[src/sv/psg_pkg.sv]
// ----------------------------------------------------------------------------
// psg_pkg: shared types and constants for the sound generator
// Request codes, register indexes, amplitude table and the structs that
// travel between the register file, the voice generator and the mixer.
// ----------------------------------------------------------------------------
package psg_pkg;

  typedef enum logic [1:0] {
    ACT_SELECT = 2'd0,
    ACT_WRITE  = 2'd1,
    ACT_READ   = 2'd2,
    ACT_TICK   = 2'd3
  } action_t;

  localparam int NumVoices = 3;
  localparam int NumRegs   = 16;

  localparam logic [3:0] REG_TONE_A_FINE   = 4'd0;
  localparam logic [3:0] REG_TONE_A_COARSE = 4'd1;
  localparam logic [3:0] REG_TONE_B_FINE   = 4'd2;
  localparam logic [3:0] REG_TONE_B_COARSE = 4'd3;
  localparam logic [3:0] REG_TONE_C_FINE   = 4'd4;
  localparam logic [3:0] REG_TONE_C_COARSE = 4'd5;
  localparam logic [3:0] REG_NOISE         = 4'd6;
  localparam logic [3:0] REG_MIXER         = 4'd7;
  localparam logic [3:0] REG_AMP_A         = 4'd8;
  localparam logic [3:0] REG_AMP_B         = 4'd9;
  localparam logic [3:0] REG_AMP_C         = 4'd10;
  localparam logic [3:0] REG_ENV_FINE      = 4'd11;
  localparam logic [3:0] REG_ENV_COARSE    = 4'd12;
  localparam logic [3:0] REG_SHAPE         = 4'd13;
  localparam logic [3:0] REG_IO_A          = 4'd14;
  localparam logic [3:0] REG_IO_B          = 4'd15;

  localparam logic [23:0] RATIO_RESET = 24'd2660413;
  localparam logic [16:0] SHIFT_SEED  = 17'h00001;

  localparam logic [7:0] AMP_TABLE [16] = '{
    8'd0, 8'd1, 8'd1, 8'd2, 8'd2, 8'd3, 8'd5, 8'd6,
    8'd9, 8'd13, 8'd18, 8'd26, 8'd36, 8'd51, 8'd73, 8'd85
  };

  typedef struct packed {
    logic       sel;
    logic       wr;
    logic       tick;
    logic [7:0] data;
  } psg_op_t;

  typedef struct packed {
    logic [NumVoices-1:0][11:0] tone_period;
    logic [4:0]                 noise_period;
    logic [15:0]                env_period;
    logic [3:0]                 shape;
    logic [7:0]                 mixer;
    logic [NumVoices-1:0][4:0]  amp;
    logic                       env_restart;
    logic                       restart_attack;
  } psg_regs_t;

  typedef struct packed {
    logic [NumVoices-1:0] tone;
    logic                 noise;
    logic [3:0]           env_volume;
  } psg_levels_t;

endpackage

[src/sv/psg_regfile.sv]
// ----------------------------------------------------------------------------
// psg_regfile: register select latch and the sixteen chip registers
// Masks each write to the register's width and flags shape writes.
// ----------------------------------------------------------------------------
module psg_regfile import psg_pkg::*; (
  input  logic      clk,
  input  logic      rst,
  input  psg_op_t   op,
  output psg_regs_t regs,
  output logic [7:0] read_data
);

  logic [3:0] sel;
  logic [7:0] rf [NumRegs];
  logic [7:0] wdata;

  always_comb begin
    case (sel)
      REG_TONE_A_COARSE, REG_TONE_B_COARSE, REG_TONE_C_COARSE, REG_SHAPE: begin
        wdata = {4'b0, op.data[3:0]};
      end
      REG_NOISE, REG_AMP_A, REG_AMP_B, REG_AMP_C: begin
        wdata = {3'b0, op.data[4:0]};
      end
      default: begin
        wdata = op.data;
      end
    endcase
  end

  always_ff @(posedge clk) begin
    if (rst) begin
      sel <= '0;
      for (int i = 0; i < NumRegs; i++) begin
        rf[i] <= 8'h00;
      end
      rf[REG_MIXER] <= 8'hFF;
      rf[REG_IO_A]  <= 8'hFF;
      rf[REG_IO_B]  <= 8'hFF;
    end else begin
      if (op.sel) begin
        sel <= op.data[3:0];
      end
      if (op.wr) begin
        rf[sel] <= wdata;
      end
    end
  end

  always_comb begin
    regs.tone_period[0] = {rf[REG_TONE_A_COARSE][3:0], rf[REG_TONE_A_FINE]};
    regs.tone_period[1] = {rf[REG_TONE_B_COARSE][3:0], rf[REG_TONE_B_FINE]};
    regs.tone_period[2] = {rf[REG_TONE_C_COARSE][3:0], rf[REG_TONE_C_FINE]};
    regs.noise_period   = rf[REG_NOISE][4:0];
    regs.env_period     = {rf[REG_ENV_COARSE], rf[REG_ENV_FINE]};
    regs.shape          = rf[REG_SHAPE][3:0];
    regs.mixer          = rf[REG_MIXER];
    regs.amp[0]         = rf[REG_AMP_A][4:0];
    regs.amp[1]         = rf[REG_AMP_B][4:0];
    regs.amp[2]         = rf[REG_AMP_C][4:0];
    regs.env_restart    = op.wr && (sel == REG_SHAPE);
    regs.restart_attack = op.data[2];
  end

  assign read_data = rf[sel];

endmodule

[src/sv/psg_gen.sv]
// ----------------------------------------------------------------------------
// psg_gen: tone, noise and envelope generators
// Q20 accumulators advance by the clock ratio each tick (not zero-period tones);
// at most one period is taken off per tick. Outputs the levels after this tick.
// ----------------------------------------------------------------------------
module psg_gen import psg_pkg::*; (
  input  logic        clk,
  input  logic        rst,
  input  logic        tick,
  input  logic [23:0] ratio,
  input  psg_regs_t   regs,
  output psg_levels_t levels
);

  logic [31:0]          tone_acc [NumVoices];
  logic [31:0]          tone_acc_next [NumVoices];
  logic [NumVoices-1:0] tone_lvl, tone_lvl_next;
  logic [32:0]          tone_sum [NumVoices];
  logic [32:0]          tone_thr [NumVoices];

  logic [31:0] noise_acc, noise_acc_next;
  logic [32:0] noise_sum, noise_thr;
  logic [4:0]  noise_per;
  logic [16:0] noise_shift, noise_shift_next, shift_cur;
  logic        noise_lvl, noise_lvl_next, noise_fb;

  logic [39:0] env_acc, env_acc_next, env_sum, env_thr;
  logic [15:0] env_per;
  logic [3:0]  env_step, env_step_next;
  logic        env_odd, env_odd_next;
  logic        env_past, env_past_next;
  logic [3:0]  env_vol, env_vol_next;
  logic        env_hit;

  function automatic logic [3:0] env_volume(logic [3:0] shape, logic [3:0] step,
                                            logic odd, logic past);
    logic [3:0] ramp;
    logic [3:0] vol;
    ramp = shape[2] ? step : ~step;
    if (!shape[3]) begin
      vol = past ? 4'd0 : ramp;
    end else if (shape[0]) begin
      vol = past ? ((shape[2] != shape[1]) ? 4'd15 : 4'd0) : ramp;
    end else if (!shape[1]) begin
      vol = ramp;
    end else begin
      vol = (shape[2] != odd) ? step : ~step;
    end
    return vol;
  endfunction

  // tone voices: a zero period freezes the voice
  always_comb begin
    for (int v = 0; v < NumVoices; v++) begin
      tone_sum[v] = {1'b0, tone_acc[v]} + {9'b0, ratio};
      tone_thr[v] = {1'b0, regs.tone_period[v], 20'b0};
      tone_acc_next[v] = tone_acc[v];
      tone_lvl_next[v] = tone_lvl[v];
      if (regs.tone_period[v] != '0) begin
        if (tone_sum[v] >= tone_thr[v]) begin
          tone_acc_next[v] = 32'(tone_sum[v] - tone_thr[v]);
          tone_lvl_next[v] = ~tone_lvl[v];
        end else begin
          tone_acc_next[v] = tone_sum[v][31:0];
        end
      end
    end
  end

  // noise: clock the LFSR once per period
  always_comb begin
    noise_per = (regs.noise_period == '0) ? 5'd1 : regs.noise_period;
    noise_sum = {1'b0, noise_acc} + {9'b0, ratio};
    noise_thr = {8'b0, noise_per, 20'b0};
    shift_cur = (noise_shift == '0) ? SHIFT_SEED : noise_shift;
    noise_fb  = shift_cur[0] ^ shift_cur[3];
    noise_acc_next   = noise_sum[31:0];
    noise_shift_next = noise_shift;
    noise_lvl_next   = noise_lvl;
    if (noise_sum >= noise_thr) begin
      noise_acc_next   = 32'(noise_sum - noise_thr);
      noise_shift_next = {noise_fb, shift_cur[16:1]};
      noise_lvl_next   = noise_fb;
    end
  end

  // envelope: step on each period, wrap flips parity and marks the first ramp done
  always_comb begin
    env_per = (regs.env_period == '0) ? 16'd1 : regs.env_period;
    env_sum = env_acc + {16'b0, ratio};
    env_thr = {4'b0, env_per, 20'b0};
    env_hit = (env_sum >= env_thr);
    env_acc_next  = env_sum;
    env_step_next = env_step;
    env_odd_next  = env_odd;
    env_past_next = env_past;
    env_vol_next  = env_vol;
    if (env_hit) begin
      env_acc_next  = env_sum - env_thr;
      env_step_next = env_step + 4'd1;
      if (env_step == 4'd15) begin
        env_past_next = 1'b1;
        env_odd_next  = ~env_odd;
      end
      env_vol_next = env_volume(regs.shape, env_step_next, env_odd_next, env_past_next);
    end
  end

  always_ff @(posedge clk) begin
    if (rst) begin
      for (int v = 0; v < NumVoices; v++) begin
        tone_acc[v] <= '0;
      end
      tone_lvl    <= '0;
      noise_acc   <= '0;
      noise_shift <= SHIFT_SEED;
      noise_lvl   <= 1'b0;
      env_acc     <= '0;
      env_step    <= '0;
      env_odd     <= 1'b0;
      env_past    <= 1'b0;
      env_vol     <= '0;
    end else if (tick) begin
      for (int v = 0; v < NumVoices; v++) begin
        tone_acc[v] <= tone_acc_next[v];
      end
      tone_lvl    <= tone_lvl_next;
      noise_acc   <= noise_acc_next;
      noise_shift <= noise_shift_next;
      noise_lvl   <= noise_lvl_next;
      env_acc     <= env_acc_next;
      env_step    <= env_step_next;
      env_odd     <= env_odd_next;
      env_past    <= env_past_next;
      env_vol     <= env_vol_next;
    end else if (regs.env_restart) begin
      // restart: first ramp from its start point
      env_acc  <= '0;
      env_step <= '0;
      env_odd  <= 1'b0;
      env_past <= 1'b0;
      env_vol  <= regs.restart_attack ? 4'd0 : 4'd15;
    end
  end

  assign levels.tone       = tone_lvl_next;
  assign levels.noise      = noise_lvl_next;
  assign levels.env_volume = env_vol_next;

endmodule

[src/sv/psg_mixer.sv]
// ----------------------------------------------------------------------------
// psg_mixer: channel gating and amplitude mix
// Active-low tone and noise enables gate each voice; the enabled voices
// add through the amplitude table, saturated to eight bits.
// ----------------------------------------------------------------------------
module psg_mixer import psg_pkg::*; (
  input  psg_regs_t   regs,
  input  psg_levels_t levels,
  output logic [7:0]  sample
);

  logic [9:0] sum;
  logic       on;
  logic [3:0] lvl;

  always_comb begin
    sum = '0;
    on  = 1'b0;
    lvl = '0;
    for (int v = 0; v < NumVoices; v++) begin
      on  = (regs.mixer[v] | levels.tone[v]) & (regs.mixer[v + NumVoices] | levels.noise);
      lvl = regs.amp[v][4] ? levels.env_volume : regs.amp[v][3:0];
      if (on) begin
        sum = sum + {2'b0, AMP_TABLE[lvl]};
      end
    end
    sample = (sum > 10'd255) ? 8'hFF : sum[7:0];
  end

endmodule

[src/sv/psg_sound_generator.sv]
// ----------------------------------------------------------------------------
// psg_sound_generator: three-voice programmable sound generator
// Request register, single-pass update of registers and generators, and a
// result register that answers reads and delivers mixed samples.
// ----------------------------------------------------------------------------
// An accepted request waits in the request register; the result register
// loads from it once the output is free to advance. Throughput: one request
// per cycle unless the output stalls; a waiting result still lets one more
// request into the request register before the input stalls. The 40-bit
// envelope add and compare, followed by the mix, sets the cycle time.
// Reset clears the pipeline, the generators and the registers to their
// power-up values; the clock ratio returns to its default.
module psg_sound_generator import psg_pkg::*; (
  input  logic        clk,
  input  logic        rst,
  input  logic        in_valid,
  output logic        in_ready,
  input  logic [1:0]  action,
  input  logic [7:0]  data_byte,
  output logic        out_valid,
  input  logic        out_ready,
  output logic        read_valid,
  output logic [7:0]  read_data,
  output logic        sample_valid,
  output logic [7:0]  sample,
  input  logic        cfg_valid,
  output logic        cfg_ready,
  input  logic [23:0] cfg_data
);

  logic [23:0] ratio;
  logic        s_valid;
  action_t     s_action;
  logic [7:0]  s_data;
  logic        advance, fire;
  psg_op_t     op;
  psg_regs_t   regs;
  psg_levels_t levels;
  logic [7:0]  rf_data, mix;

  assign cfg_ready = 1'b1;
  assign advance   = !out_valid || out_ready;
  assign fire      = s_valid && advance;
  assign in_ready  = !s_valid || advance;

  always_ff @(posedge clk) begin
    if (rst) begin
      ratio <= RATIO_RESET;
    end else if (cfg_valid) begin
      ratio <= cfg_data;
    end
  end

  // request register
  always_ff @(posedge clk) begin
    if (rst) begin
      s_valid <= 1'b0;
    end else if (in_ready) begin
      s_valid <= in_valid;
    end
  end

  always_ff @(posedge clk) begin
    if (in_ready && in_valid) begin
      s_action <= action_t'(action);
      s_data   <= data_byte;
    end
  end

  always_comb begin
    op.sel  = fire && (s_action == ACT_SELECT);
    op.wr   = fire && (s_action == ACT_WRITE);
    op.tick = fire && (s_action == ACT_TICK);
    op.data = s_data;
  end

  psg_regfile u_regfile (
    .clk       (clk),
    .rst       (rst),
    .op        (op),
    .regs      (regs),
    .read_data (rf_data)
  );

  psg_gen u_gen (
    .clk    (clk),
    .rst    (rst),
    .tick   (op.tick),
    .ratio  (ratio),
    .regs   (regs),
    .levels (levels)
  );

  psg_mixer u_mixer (
    .regs   (regs),
    .levels (levels),
    .sample (mix)
  );

  // result register
  always_ff @(posedge clk) begin
    if (rst) begin
      out_valid <= 1'b0;
    end else if (advance) begin
      out_valid <= s_valid;
    end
  end

  always_ff @(posedge clk) begin
    if (fire) begin
      read_valid   <= (s_action == ACT_READ);
      read_data    <= (s_action == ACT_READ) ? rf_data : 8'h00;
      sample_valid <= (s_action == ACT_TICK);
      sample       <= (s_action == ACT_TICK) ? mix : 8'h00;
    end
  end

endmodule

[config.mk]
export PLATFORM = sky130hd
export DESIGN_NAME = psg_sound_generator
export DESIGN_NICKNAME = d
export VERILOG_FILES = /design/src/sv/psg_pkg.sv /design/src/sv/psg_regfile.sv /design/src/sv/psg_gen.sv /design/src/sv/psg_mixer.sv /design/src/sv/psg_sound_generator.sv
export SDC_FILE = /design/constraint.sdc
export NUM_CORES = 1
export LEC_CHECK = 0
export BUFFER_PORTS_ARGS = -buffer_cell sky130_fd_sc_hd__buf_2
export CAP_MARGIN = 10
export CORE_UTILIZATION = 35
export CTS_CLUSTER_DIAMETER = 30
export CTS_CLUSTER_SIZE = 30
export DETAILED_ROUTE_END_ITERATION = 10
export GPL_TIMING_DRIVEN = 0
export MAX_ROUTING_LAYER = met4
export PLACE_DENSITY = 0.49
export SETUP_SLACK_MARGIN = 0.2
export SLEW_MARGIN = 20
export SYNTH_ARGS = -nofsm -noshare
export SYNTH_HDL_FRONTEND = slang
export SYNTH_SLANG_ARGS = --single-unit
[constraint.sdc]
create_clock -name clk -period 8.42 [get_ports clk]
set_input_delay 2.526 -clock clk [delete_from_list [all_inputs] [get_ports clk]]
set_output_delay 2.526 -clock clk [all_outputs]
set_load 0.05 [all_outputs]
# Yosys cells after proc, flatten, opt, wreduce, memory -nomap -nowiden
# Memory sizes are Yosys's and may differ from the RTL's. A register that Yosys moved wholly into a read port is not among the register bits.
# Cells that the tools add are included.
# word_totals
regBits	153
mem_bits_rw	224
romBits	384
in_bits	39
output_inout_bits	21
elab_cells	183
memories	5
# op_classes
n_addsub	13
order_cmp	9
eq_ne	15
n_mux	75
bitwise_logic	24
n_reduce_logical	24
# memory_table
name	depth	word_bits	rd	rd_ports_with_merged_regs	wr	line	rtl
(name not given)	16	8	1	0	0	psg_mixer.sv:24	sum = sum + {2'b0, AMP_TABLE[lvl]};
(name not given)	16	8	1	0	0	psg_mixer.sv:24	
(name not given)	16	8	1	0	0	psg_mixer.sv:24	
u_regfile.rf	16	8	15	1	16	psg_regfile.sv:14	logic [7:0] rf [NumRegs];
u_gen.tone_acc	3	32	3	0	3	psg_gen.sv:15	logic [31:0] tone_acc [NumVoices];
# op_table
cell	count
$mux 32	10
$add 32x24->33	4
$mux 40	3
$ge 33x32->1	3
$mux 8	12
$sub 32x32->32	3
$mux 4	19
$add 40x24->40	1
$ge 40x36->1	1
$sub 40x36->40	1
$reduce_bool 12->1	3
$ge 33x25->1	1
$sub 32x25->32	1
$mux 1	25
$eq 4x4->1 const B	5
$mux 10	2
$logic_not 17->1	1
$mux 17	1
$logic_not 16->1	1
$mux 16	1
$pmux 8 s2	1
$ge 5x5->1 const B	3
$not 4->5	3
$or 1x1->1	12
25 further kinds	43

# Logic depth before layout (Yosys ltp)
# An unclocked memory read counts as a cell.
# logic_depth
depth_word	23
mapped_depth	44
mapped_depth_nobuf	43

# Hierarchy
# From an unflattened synthesis, not the netlist that was laid out.
# hier_totals
cells_unflattened	3082
hier_area_um2	28802.6
# modules_own_cells
mod	n_inst	cells_per_inst	area_per_inst_um2	seq_area_each_um2
psg_gen	1	2292	18913.1	4944.7
psg_regfile	1	428	6321.1	4003.8
psg_sound_generator	1	141	1973.1	1361.3
psg_mixer	1	221	1595.3	0.0

# Worst setup path after synthesis
# No wires, ideal clock.
# synth_path
path_kind	reg-to-reg
from	register ratio[1]
to	register sample[6], data pin
setup_time_ns	0.273
t_arrival_ns	8.374
required_time_ns	8.147
slack_ns	-0.228
stages_incl_launch_ff	42
path_buffers	0
synth_period_minus_slack_ns	8.648
cell_sequence	dfxtp_1 ha_1 a211oi_1 o21ai_0 a221oi_1 o211ai_1 a311o_1 a21oi_1 nor2b_1 o21ai_0 a21boi_0 o21a_1 o21a_1 and3_1 and3_1 xor2_1 ha_1 nand4_1 [6 not listed] or4b_2 o211ai_1 a211oi_1 ha_1 fa_1 nand2_1 a211oi_1 a2111oi_0 xnor2_1 mux2i_1 inv_1 ha_1 nor2b_1 o21ai_0 nand2b_1 a21o_1 a211oi_1 a211oi_1
# synth_between
elab_chain_cells	15
elab_cells_between_ends	49
cone_classes	7 x add/sub; 6 x order compare; 21 x mux; 12 x bitwise; 3 x memory
# synth_lines
item	line	rtl
from (decl)	psg_sound_generator.sv:31	logic [23:0] ratio;
from (signal assigned)	psg_sound_generator.sv:50	ratio <= cfg_data;
$add 40x24->40	psg_gen.sv:90	env_sum = env_acc + {16'b0, ratio};
$ge 40x36->1	psg_gen.sv:92	env_hit = (env_sum >= env_thr);
$mux 4	psg_gen.sv:98	if (env_hit) begin
$mux 4	psg_mixer.sv:22	lvl = regs.amp[v][4] ? levels.env_volume : regs.amp[v][3:0];
$not 4->5 (implied by the code)	psg_mixer.sv:24	
$mem_v2 16x8	-	
$mux 8 (implied by the code) (2 in series)	psg_mixer.sv:24	
$mux 8	psg_mixer.sv:23	if (on) begin
$add 8x8->9	psg_mixer.sv:24	
$mux 10	psg_mixer.sv:23	
$add 10x8->10	psg_mixer.sv:24	
$mux 10 (*)	psg_mixer.sv:23	
$gt 10x8->1	psg_mixer.sv:27	sample = (sum > 10'd255) ? 8'hFF : sum[7:0];
$mux 8 (*)	psg_mixer.sv:27	
to (signal assigned)	psg_sound_generator.sv:114	sample <= (s_action == ACT_TICK) ? mix : 8'h00;
to (decl)	psg_sound_generator.sv:25	output logic [7:0] sample,
# Every way passes the cells marked *; elsewhere a longest branch is shown, timed or not. The select of a mux whose other input is x is not followed.
# A chain may end at the register's enable or synchronous reset.

# Worst setup path in the final report
# layout_path
from	register ratio[5]
to	register sample[3], data pin
# The elaborated chain is that of the path after synthesis.

==> out/results.txt <==
clock buffers created by TritonCTS: 108
number of cells in the finished layout apart from fillers: 4389
number of warnings reported in the yosys synthesis log: 0
kind of critical path: reg -> reg
share of synthesized registers carrying an async set or reset: 0%
first-pass GRT wire length: 139000 µm
area leader, netlist: sky130_fd_sc_hd__edfxtp_1
reg-to-reg endpoint: sample[3]
area of the placeable core: 77300 µm²
violated checks: negative setup slack
DRC violations left: 0
post-route design area: 34500 µm²
total via count in the routed design: 23900
crit path time final: 8980 ps
top area cells in the synthesized netlist: sky130_fd_sc_hd__edfxtp_1, sky130_fd_sc_hd__dfxtp_1, sky130_fd_sc_hd__ha_1, sky130_fd_sc_hd__nor2_1, sky130_fd_sc_hd__a21oi_1
average wire per cell in the routed design: 20.7 µm
number of placed cells counting well taps: 4094
r2r worst-path depth: 44
average size of a mapped cell: 9.22 µm²
clock network fraction of design power: 55.4%
antenna diode count: 0
capture endpoint of the worst hold path: u_gen.env_acc[14]
worst hold path stage count: 2
Arr. time, crit path: 9450 ps
post-detailed-routing wire length: 90800 µm
internal power: 5.35 mW
Yosys reg bits: 385
placement-stage worst setup slack: -2850 ps
Worst Tran Pin Value: 1040 ps
headroom to the max-slew limit: 30.4%
pwr/cell area: 212 nW/µm²
final setup fails: 8
Lkg Pwr: 13.7 nW
Initial Utilization: 35.4%
num rows: 102
number of placed I/O pins: 60
sum of overflow across all layers after global routing: 0
Reg clk slew, reported paths: 50 ps
largest net degree at the start of global routing: 33
Switching Share: 27.1%
CP max FO: 10
Syn Std Cell Area: 27400 µm²
Total Nets Final: 3508
final period utilization: 107%
count of cell types in the netlist: 99
area overhead of the layout relative to synthesis: 26.3%
Max Transition Viols Final: 0
Startpoint Class: flip-flop
master of the slowest instance on the critical path: sky130_fd_sc_hd__or4_4
most numerous cell on the critical path: sky130_fd_sc_hd__buf_6
number of DRC markers in iteration 0: 1633
EDFF count, synth: 252
placer's final routability congestion estimate: 0.898
DPL Wire Length: 66300 µm
GRT Util Overall: 23.5%
root buffer cell: sky130_fd_sc_hd__clkbuf_16
combinational share of power: 15.0%
cell area reported after detailed placement: 29200 µm²
worst min-delay path startpoint: u_gen.env_acc[14]
portion of the post-synthesis area used by sequential elements: 37.4%
worst-case clock skew: 23.3 ps
utilization of the core after routing: 44.7%
drt pass-1 iters: 5
floorplan die area: 79300 µm²
Die W: 282 µm
net switching power: 1.99 mW
final hold violation count: 0
kind of path behind the tightest hold check: reg -> reg
maximum clock frequency: 111 MHz
Clock Latency Late Sink: 660 ps
worst-case vdd ir drop: 0.000147 V
result of the run: finished, violations left
fill cell count: 7432
share of post-route cells with drive strength above 1: 17.5%
first element of the critical path: ratio[5]
register-to-register path setup slack: -560 ps
prevailing post-synth register cell: sky130_fd_sc_hd__edfxtp_1
top cell type's share of synthesized area: 27.7%
total negative setup slack: -4150 ps
total of buffers placed on input and output ports: 58
Sink Count: 385
register area: 10300 µm²
CTS max path bufs: 3
via count of the first global-routing pass: 23700
CTS H-Tree Depth: 3
worst reg2reg path startpoint: ratio[5]
clock tree from TritonCTS: yes
Crit. End Element: flip-flop
required time of the worst setup path: 8890 ps
Multi-input gate area: 17200 µm²
antenna violations before repair: 1
minimum setup slack in the final design: -562 ps
vertical die dimension: 282 µm
Antenna Nets Post-Route: 0
Max stage delay on crit path: 440 ps
drt via density: 5.46
Max Cap Violations: 0
Sequential Power Share: 29.6%
setup repair after global routing missed its margin: true
number of cells produced by synthesis: 2967
==> layout make-up <==
cell class | count | share of cell area, %
well taps | 1040 | 3.77
clock buffers | 141 | 8.63
inverters | 147 | 1.61
clock inverters | 57 | 1.96
multi-input cells | 2360 | 49.8
plain buffers | 102 | 1.22
flip-flops and latches | 385 | 29.8
repair buffers | 157 | 3.28
==> through the flow <==
step / total power [mW] / hold WS, ps
floorplan: 2.89 / 429
detailed placement: 3.17 / 447
global placement: 3.15 / 448
CTS: 7.37 / 457
global route: 7.62 / 477
finish: 7.34 / 456
==> synth_stat cells (all sizes together) (8+ instances only) <==
master,number
and2,111
xor2,67
ha,196
mux2i,64
edfxtp,252
xnor2,124
a21o,67
clkbuf,81
nor3,74
a211o,17
o21ai,124
a211oi,38
nor2,342
buf,21
inv,146
a31oi,19
nand3,60
or2,23
nand4,38
o31a,10
and4,9
dfxtp,133
fa,12
o21bai,20
a221oi,16
nor2b,39
o21a,33
a21oi,232
a21boi,19
and3,41
nand2b,36
mux4,40
o211ai,19
nand2,241
a22oi,9
a2111oi,8
or3,34
nor4,36
==> layer usage <==
layer / GRT usage (%) / part of all wire (%) / up-vias / wire (µm)
met5: - / 0 / - / 0
met4: 7.22 / 2.6 / 0 / 2380
met3: 3.07 / 5.4 / 159 / 4880
met2: 37.0 / 45 / 665 / 41200
met1: 31.4 / 47 / 11600 / 42400
li1: - / - / 11500 / -
==> worst max-delay path, delay by kind of cell (launching register included) <==
family,cells,cell delay (ps)
mux,2,540
fa+ha+maj,6,1830
compound gates,11,2040
xor+xnor,2,340
simple gates,14,2440
flops,1,400
buf+inv,9,1200
==> cells by family after synthesis <==
kind of cell,Yosys count,share of synthesized area [%]
and+or+nand+nor,1112,20.0
AOI/OAI and AO/OA,710,17.2
DFF,385,37.4
buffers and inverters,249,3.54
adders and majority gates,210,9.91
xor gates and xnor gates,191,6.11
muxes,108,5.81
other,2,0.0274
==> repair_timing <==
action | CTS | global route
buffers inserted | 82 | 15
pin swaps | 83 | 45
endpoints found under the setup margin | 29 | 17
hold buffers | 0 | 0
resized for setup | 167 | 35
==> worst max path at each step <==
stage                      to  depth (start not counted)
floorplan           sample[6]                         43
global placement    sample[5]                         39
detailed placement  sample[5]                         39
CTS                 sample[5]                         42
global route        sample[3]                         45
finish              sample[3]                         44
==> power groups by stage <==
stage	registers, mW	clock network [mW]	logic, mW
floorplan	2.17	0	0.718
global placement	2.21	0	0.948
detailed placement	2.21	0	0.968
CTS	2.17	4.12	1.08
global route	2.18	4.23	1.21
finish	2.17	4.07	1.10
==> cells in the final DEF (no fill, tap or decap), drive strengths merged, types with 20 or more instances in the layout <==
| master | instances |
|---|---|
| or2 | 23 |
| a211oi | 38 |
| conb | 29 |
| clkbuf | 221 |
| nand4 | 38 |
| clkinv | 34 |
| o21bai | 20 |
| and2 | 111 |
| nand3 | 60 |
| xor2 | 67 |
| edfxtp | 252 |
| xnor2 | 124 |
| mux4 | 40 |
| dfxtp | 133 |
| nor2b | 39 |
| o21a | 33 |
| nor4 | 36 |
| nand2 | 241 |
| a21o | 67 |
| and3 | 41 |
| mux2i | 64 |
| buf | 179 |
| inv | 148 |
| nor2 | 342 |
| o21ai | 124 |
| a21oi | 232 |
| ha | 196 |
| nand2b | 36 |
| nor3 | 74 |
| or3 | 34 |
==> sequential cells by signal (all words and copies together) (netlist names), 8 cells and up <==
name	cells
read_data	8
s_data	8
u_gen.noise_shift	17
u_regfile.rf	128
ratio	24
u_gen.tone_acc	96
u_gen.noise_acc	32
u_gen.env_acc	40
sample	8
Note: power is estimated with default switching activity, not from simulation.
